===== src/hdl/spectrum_bin_smooth_peak_hold_unit_macros.svh =====
// Assertion macros used by the back end (sbsph_back) of the spectrum bin smoothing unit.
`ifndef SPECTRUM_BIN_SMOOTH_PEAK_HOLD_UNIT_MACROS_SVH
`define SPECTRUM_BIN_SMOOTH_PEAK_HOLD_UNIT_MACROS_SVH

// Consequent must hold in the same cycle as the antecedent.
`define SBSPH_ASSERT_SAME(label, clk, rst, ante, cons, msg) \
   label: assert property (@(posedge clk) disable iff (rst) (ante) |-> (cons)) \
      else $error(msg);

// Consequent must hold in the cycle after the antecedent.
`define SBSPH_ASSERT_NEXT(label, clk, rst, ante, cons, msg) \
   label: assert property (@(posedge clk) disable iff (rst) (ante) |=> (cons)) \
      else $error(msg);

`endif


===== src/hdl/sbsph_pkg.sv =====
`timescale 1ns / 1ps

package sbsph_pkg;

   localparam int NUM_BINS    = 512;
   localparam int ADDR_W      = $clog2(NUM_BINS);
   localparam int BIN_W       = 9;
   localparam int LEVEL_W     = 16;
   localparam int FACTOR_W    = 17;
   localparam int DECAY_W     = 10;
   localparam int HOLD_W      = 9;
   localparam int COEFF_W     = 16;
   localparam int Q_SHIFT     = 16;
   localparam int CSR_ADDR_W  = 4;
   localparam int CSR_DATA_W  = 32;
   localparam int QUEUE_DEPTH = 4;
   localparam int QPTR_W      = $clog2(QUEUE_DEPTH);

   localparam logic signed [LEVEL_W-1:0] FLOOR_DB    = -16'sd25600;
   localparam logic [FACTOR_W-1:0]       ONE_Q16     = 17'd65536;
   localparam logic [FACTOR_W-1:0]       BYPASS_MAX  = 17'd655;
   localparam logic [COEFF_W-1:0]        COEFF_SCALE = 16'd62259;

   localparam logic [FACTOR_W-1:0] FACTOR_RESET = 17'd0;
   localparam logic [DECAY_W-1:0]  DECAY_RESET  = 10'd85;
   localparam logic [HOLD_W-1:0]   HOLD_RESET   = 9'd60;
   localparam logic                ENABLE_RESET = 1'b1;

   typedef enum logic [1:0] {
      REG_SMOOTHING_FACTOR = 2'd0,
      REG_DECAY_PER_FRAME  = 2'd1,
      REG_HOLD_FRAMES      = 2'd2,
      REG_PEAK_HOLD_ENABLE = 2'd3
   } reg_index_type;

   typedef struct packed {
      logic                      in_range;
      logic [BIN_W-1:0]          bin;
      logic signed [LEVEL_W-1:0] level;
   } queue_entry_type;

   typedef struct packed {
      logic [COEFF_W-1:0] coeff;
      logic               bypass;
      logic [DECAY_W-1:0] decay;
      logic [HOLD_W-1:0]  hold;
      logic               peak_enable;
   } config_type;

   typedef struct packed {
      logic signed [LEVEL_W-1:0] smoothed;
      logic signed [LEVEL_W-1:0] peak;
      logic [HOLD_W-1:0]         hold_count;
   } store_word_type;

   localparam int WORD_W = $bits(store_word_type);

endpackage


===== src/hdl/sbsph_csr.sv =====
`timescale 1ns / 1ps

module sbsph_csr
   import sbsph_pkg::*;
(
   input  logic                  clock,
   input  logic                  reset,
   input  logic                  psel,
   input  logic                  penable,
   input  logic                  pwrite,
   input  logic [CSR_ADDR_W-1:0] paddr,
   input  logic [CSR_DATA_W-1:0] pwdata,
   output logic [CSR_DATA_W-1:0] prdata,
   output logic                  pready,
   output config_type            cfg
);

   logic [FACTOR_W-1:0] factor_ff, factor_in;
   logic [DECAY_W-1:0]  decay_ff, decay_in;
   logic [HOLD_W-1:0]   hold_ff, hold_in;
   logic                enable_ff, enable_in;
   logic [COEFF_W-1:0]  coeff_ff, coeff_in;
   logic                bypass_ff, bypass_in;

   logic                        wr_en;
   reg_index_type               index;
   logic [FACTOR_W-1:0]         factor_sat;
   logic [FACTOR_W+COEFF_W-1:0] coeff_prod;

   assign pready = 1'b1;
   assign wr_en  = psel && penable && pwrite;
   assign index  = reg_index_type'(paddr[3:2]);

   always_comb begin
      factor_in = factor_ff;
      decay_in  = decay_ff;
      hold_in   = hold_ff;
      enable_in = enable_ff;
      if (wr_en) begin
         unique case (index)
            REG_SMOOTHING_FACTOR: factor_in = pwdata[FACTOR_W-1:0];
            REG_DECAY_PER_FRAME:  decay_in  = pwdata[DECAY_W-1:0];
            REG_HOLD_FRAMES:      hold_in   = pwdata[HOLD_W-1:0];
            REG_PEAK_HOLD_ENABLE: enable_in = pwdata[0];
            default: ;
         endcase
      end
   end

   // A factor above one acts as one; the coefficient is 0.95 of it in Q0.16.
   always_comb begin
      factor_sat = (factor_ff > ONE_Q16) ? ONE_Q16 : factor_ff;
      coeff_prod = (FACTOR_W+COEFF_W)'(factor_sat) * (FACTOR_W+COEFF_W)'(COEFF_SCALE);
      coeff_in   = coeff_prod[Q_SHIFT +: COEFF_W];
      bypass_in  = (factor_sat <= BYPASS_MAX);
   end

   always_ff @(posedge clock) begin
      if (reset) begin
         factor_ff <= FACTOR_RESET;
         decay_ff  <= DECAY_RESET;
         hold_ff   <= HOLD_RESET;
         enable_ff <= ENABLE_RESET;
         coeff_ff  <= '0;
         bypass_ff <= 1'b1;
      end else begin
         factor_ff <= factor_in;
         decay_ff  <= decay_in;
         hold_ff   <= hold_in;
         enable_ff <= enable_in;
         coeff_ff  <= coeff_in;
         bypass_ff <= bypass_in;
      end
   end

   always_comb begin
      unique case (index)
         REG_SMOOTHING_FACTOR: prdata = CSR_DATA_W'(factor_ff);
         REG_DECAY_PER_FRAME:  prdata = CSR_DATA_W'(decay_ff);
         REG_HOLD_FRAMES:      prdata = CSR_DATA_W'(hold_ff);
         REG_PEAK_HOLD_ENABLE: prdata = CSR_DATA_W'(enable_ff);
         default:              prdata = '0;
      endcase
   end

   assign cfg = '{coeff: coeff_ff, bypass: bypass_ff, decay: decay_ff,
                  hold: hold_ff, peak_enable: enable_ff};

endmodule


===== config.mk =====
export PLATFORM = sky130hd
export DESIGN_NAME = sbsph_csr
export DESIGN_NICKNAME = d
export VERILOG_FILES = /design/src/hdl/spectrum_bin_smooth_peak_hold_unit_macros.svh /design/src/hdl/sbsph_pkg.sv /design/src/hdl/sbsph_csr.sv
export SDC_FILE = /design/constraint.sdc
export NUM_CORES = 1
export LEC_CHECK = 0
export ABC_AREA = 1
export ABC_CLOCK_PERIOD_IN_PS = 7450
export BUFFER_PORTS_ARGS = -buffer_cell sky130_fd_sc_hd__buf_4
export CORE_MARGIN = 3
export CORE_UTILIZATION = 45
export CTS_BUF_LIST = sky130_fd_sc_hd__clkbuf_16
export DETAILED_ROUTE_END_ITERATION = 7
export PLACE_DENSITY_LB_ADDON = 0.15
export SLEW_MARGIN = 20
export SYNTH_ARGS = -nofsm -noshare
export SYNTH_HDL_FRONTEND = slang
export SYNTH_SLANG_ARGS = --single-unit

===== constraint.sdc =====
create_clock -name clock -period 7.45 [get_ports clock]
set_input_delay 1.1175 -clock clock [delete_from_list [all_inputs] [get_ports clock]]
set_output_delay 1.1175 -clock clock [all_outputs]
set_load 0.02 [all_outputs]

==> impl_metrics.py <==
metrics = {
    "sta": {
        "clock_skew_ns": 0.01705,
        "rsz0062_at_grt": "false",
        "hold_ws_ns": 0.4916,
        "fmax_mhz": 146.4,
        "tns_ns": 0,
        "hold_viol_final": 0,
        "slew-limit-headroom_pct": 42.44,
        "drv_slew": 0,
        "post-route-min-period_ns": 6.829,
        "tightest_slew_ns": 0.8602,
        "finalSetupViolCount": 0,
        "min_period_over_period_pct": 91.66,
    },
    "route": {
        "firstDrtPassIters": 5,
        "via_count": 7095,
        "routedWlPerCell_um": 13.72,
        "drt_wl_total_mm": 20.88,
        "drt_drc_violations_left": 0,
        "ant_nets": 0,
        "via_per_inst": 4.662,
        "drt_iter0_drc": 265,
    },
    "logic_synthesis": {
        "synthTopCellsByArea": "fa_1 (24%), ha_1 (20%), inv_1 (13%)",
        "synthCells": 1184,
        "yosysSeqAreaShare_pct": 12.43,
        "yosys_warnings": 0,
        "yosys.area.top_type": "fa_1",
        "synth_cell_types": 34,
        "avgSynthCellArea_um2": 7.347,
        "ys_ff_latch": 54,
        "syn-cell-area_um2": 8698,
        "netlist.area_leader.share_pct": 23.71,
    },
    "final_layout": {
        "nets": 1544,
        "area_growth_syn_to_layout_pct": 11.19,
        "seq_area_um2": 1081,
        "fillers": 1890,
        "multi_input_area_um2": 6314,
        "final_cell_mix": "inv_1 (292), nand2_1 (251), ha_1 (139)",
        "diodes": 0,
        "drive_above_1_share_pct": 10.62,
        "final_common_cell": "inv_1",
    },
    "die": {
        "die_x_um": 145.0,
        "die_y_um": 145.0,
        "coreArea_um2": 18830,
        "die_area_um2": 21030,
        "start_util_pct": 46.19,
        "std_cell_rows": 50,
        "boundaryPins": 111,
    },
    "critical_path": {
        "worstSetupPathType": "reg2reg",
        "worst_ep_required_time_ns": 7.66,
        "arrival_ns": 7.04,
        "critPathMaxStageDelay_ns": 0.59,
        "worst_setup_path_start_kind": "flop",
        "critPathSlowestCell": "fa_1",
        "crit_path_end_kind": "flop",
        "critPathMaxFanout": 12,
    },
    "job": {
        "drv_cap": 0,
    },
    "clock_network": {
        "cts-root-buf": "clkbuf_16",
        "worstSkewPairLatency_ns": 0.32,
        "htree_num_levels": 2,
        "ctsHoldBuffers": 0,
        "cts_setup_buffers": 0,
        "cts_resized": 0,
        "cts_buffers": 5,
        "cts_tree": "yes",
        "clkSinkCount": 54,
        "cts_buffer_depth": 2,
        "cts.clk_slew.worst_paths_ns": 0.09,
    },
    "power": {
        "power.leakage_nw": 5.803,
        "power_density_nw_per_um2": 90.91,
        "peakVddDrop_mv": 0.08719,
    },
    "grt": {
        "antenna_found_initial": 0,
        "grt_max_degree": 55,
        "grt_pass1_vias": 6981,
        "overflow": 0,
        "grt_usage_pct": 20.50,
        "grt_pass1_wl_mm": 35.39,
    },
    "placement": {
        "gp_congestion": 0.8773,
        "numPortBuffers": 77,
        "dpl.hpwl_mm": 17.82,
    },
    "status": {
        "outcome": "completed",
    },
    "worst_hold_path": {
        "hp-class": "reg2reg",
    },
}
==> layout make-up <==
class | count | area share, %
tap | 260 | 3.364
multi-input combinational | 807 | 65.28
inverter | 307 | 11.91
sequential | 54 | 11.18
clock buffer | 5 | 1.294
clock inverter | 3 | 0.2975
timing repair buffer | 86 | 6.675
==> stage by stage <==
| step | setup WS, ns | total power [W] | utilization [%] | instances | area (um2) |
|---|---|---|---|---|---|
| floorplan | 1.492 | 0.0005330 | - | 1198 | 8751 |
| global placement | 0.6460 | 0.0006177 | 50.54 | 1514 | 9518 |
| detailed placement | 0.6616 | 0.0006191 | 50.54 | 1514 | 9518 |
| CTS | 0.6100 | 0.0008929 | 51.36 | 1522 | 9672 |
| global route | 0.04510 | 0.0009389 | 51.36 | 1522 | 9672 |
| finish | 0.6214 | 0.0008792 | 51.36 | 1522 | 9672 |
==> sequential cells by signal, indices dropped and copies added (netlist names) <==
register   flops
hold_ff        9
decay_ff      10
enable_ff      1
factor_ff     17
bypass_ff      1
coeff_ff      16
==> worst max-delay path, delay by kind of cell (launching register included) <==
| family | cells | cell delay (ns) |
|---|---|---|
| AOI/OAI and AO/OA | 2 | 0.40 |
| adders and majority gates | 7 | 3.61 |
| buffers and inverters | 8 | 0.76 |
| DFF | 1 | 0.37 |
| and+or+nand+nor | 12 | 1.55 |
==> cells by family (layout without fill, tap and decap cells) <==
logic type,after synthesis,after routing,share of synthesized area [%]
buffers and inverters,337,401,15.59
XOR/XNOR,5,5,0.5035
other,2,16,0.08634
AO/OA/AOI/OAI,81,81,4.963
adder cells (fa/ha/maj),242,242,43.70
AND/OR/NAND/NOR,463,463,22.73
flip-flops,54,54,12.43
==> cells in the mapped netlist <==
cell type,n
inv_1,292
nand2_1,251
ha_1,139
nor2_1,120
fa_1,103
dfxtp_1,54
nand3_1,44
a21oi_1,36
o21ai_0,34
buf_4,19
inv_2,11
nand2_2,10
nand4_1,10
nor2_4,10
clkbuf_1,5
nor3_1,5
buf_2,4
clkinv_1,4
nor2_2,4
o21bai_1,4
o211ai_1,3
xnor2_1,3
and2_1,2
buf_6,2
conb_1,2
nand3b_1,2
nor3_2,2
o21ai_1,2
xor2_1,2
a21o_1,1
and3_1,1
nor3_4,1
o21bai_2,1
or2_2,1
==> power breakdown <==
group	total (W)	leakage [nW]	internal (W)	switching, W
clock	0.000272	0.0759	0.000130	0.000142
sequential	0.000307	0.439	0.000301	0.00000595
combinational	0.000301	5.29	0.000111	0.000190
total	0.000879	5.80	0.000541	0.000338
==> metal layers <==
metal | wire, um | track usage [%] | share of wire [%]
met5 | 0 | 0 | 0
met3 | 703 | 2.561 | 3.4
met4 | 409 | 5.083 | 2.0
met2 | 9975 | 34.39 | 48
met1 | 9794 | 28.30 | 47
==> path summary, 6_finish.rpt <==
kind	start	end	cells after the start	slack [ns]
min reg2reg	hold_ff[5]$_SDFFE_PP1P_	hold_ff[5]$_SDFFE_PP1P_	2	0.49
min	hold_ff[5]$_SDFFE_PP1P_	hold_ff[5]$_SDFFE_PP1P_	2	0.49
max reg2reg	factor_ff[0]$_SDFFE_PP0P_	coeff_ff[2]$_SDFF_PP0_	29	0.62
max	factor_ff[0]$_SDFFE_PP0P_	coeff_ff[2]$_SDFF_PP0_	29	0.62
Note: power is estimated with default switching activity, not from simulation.
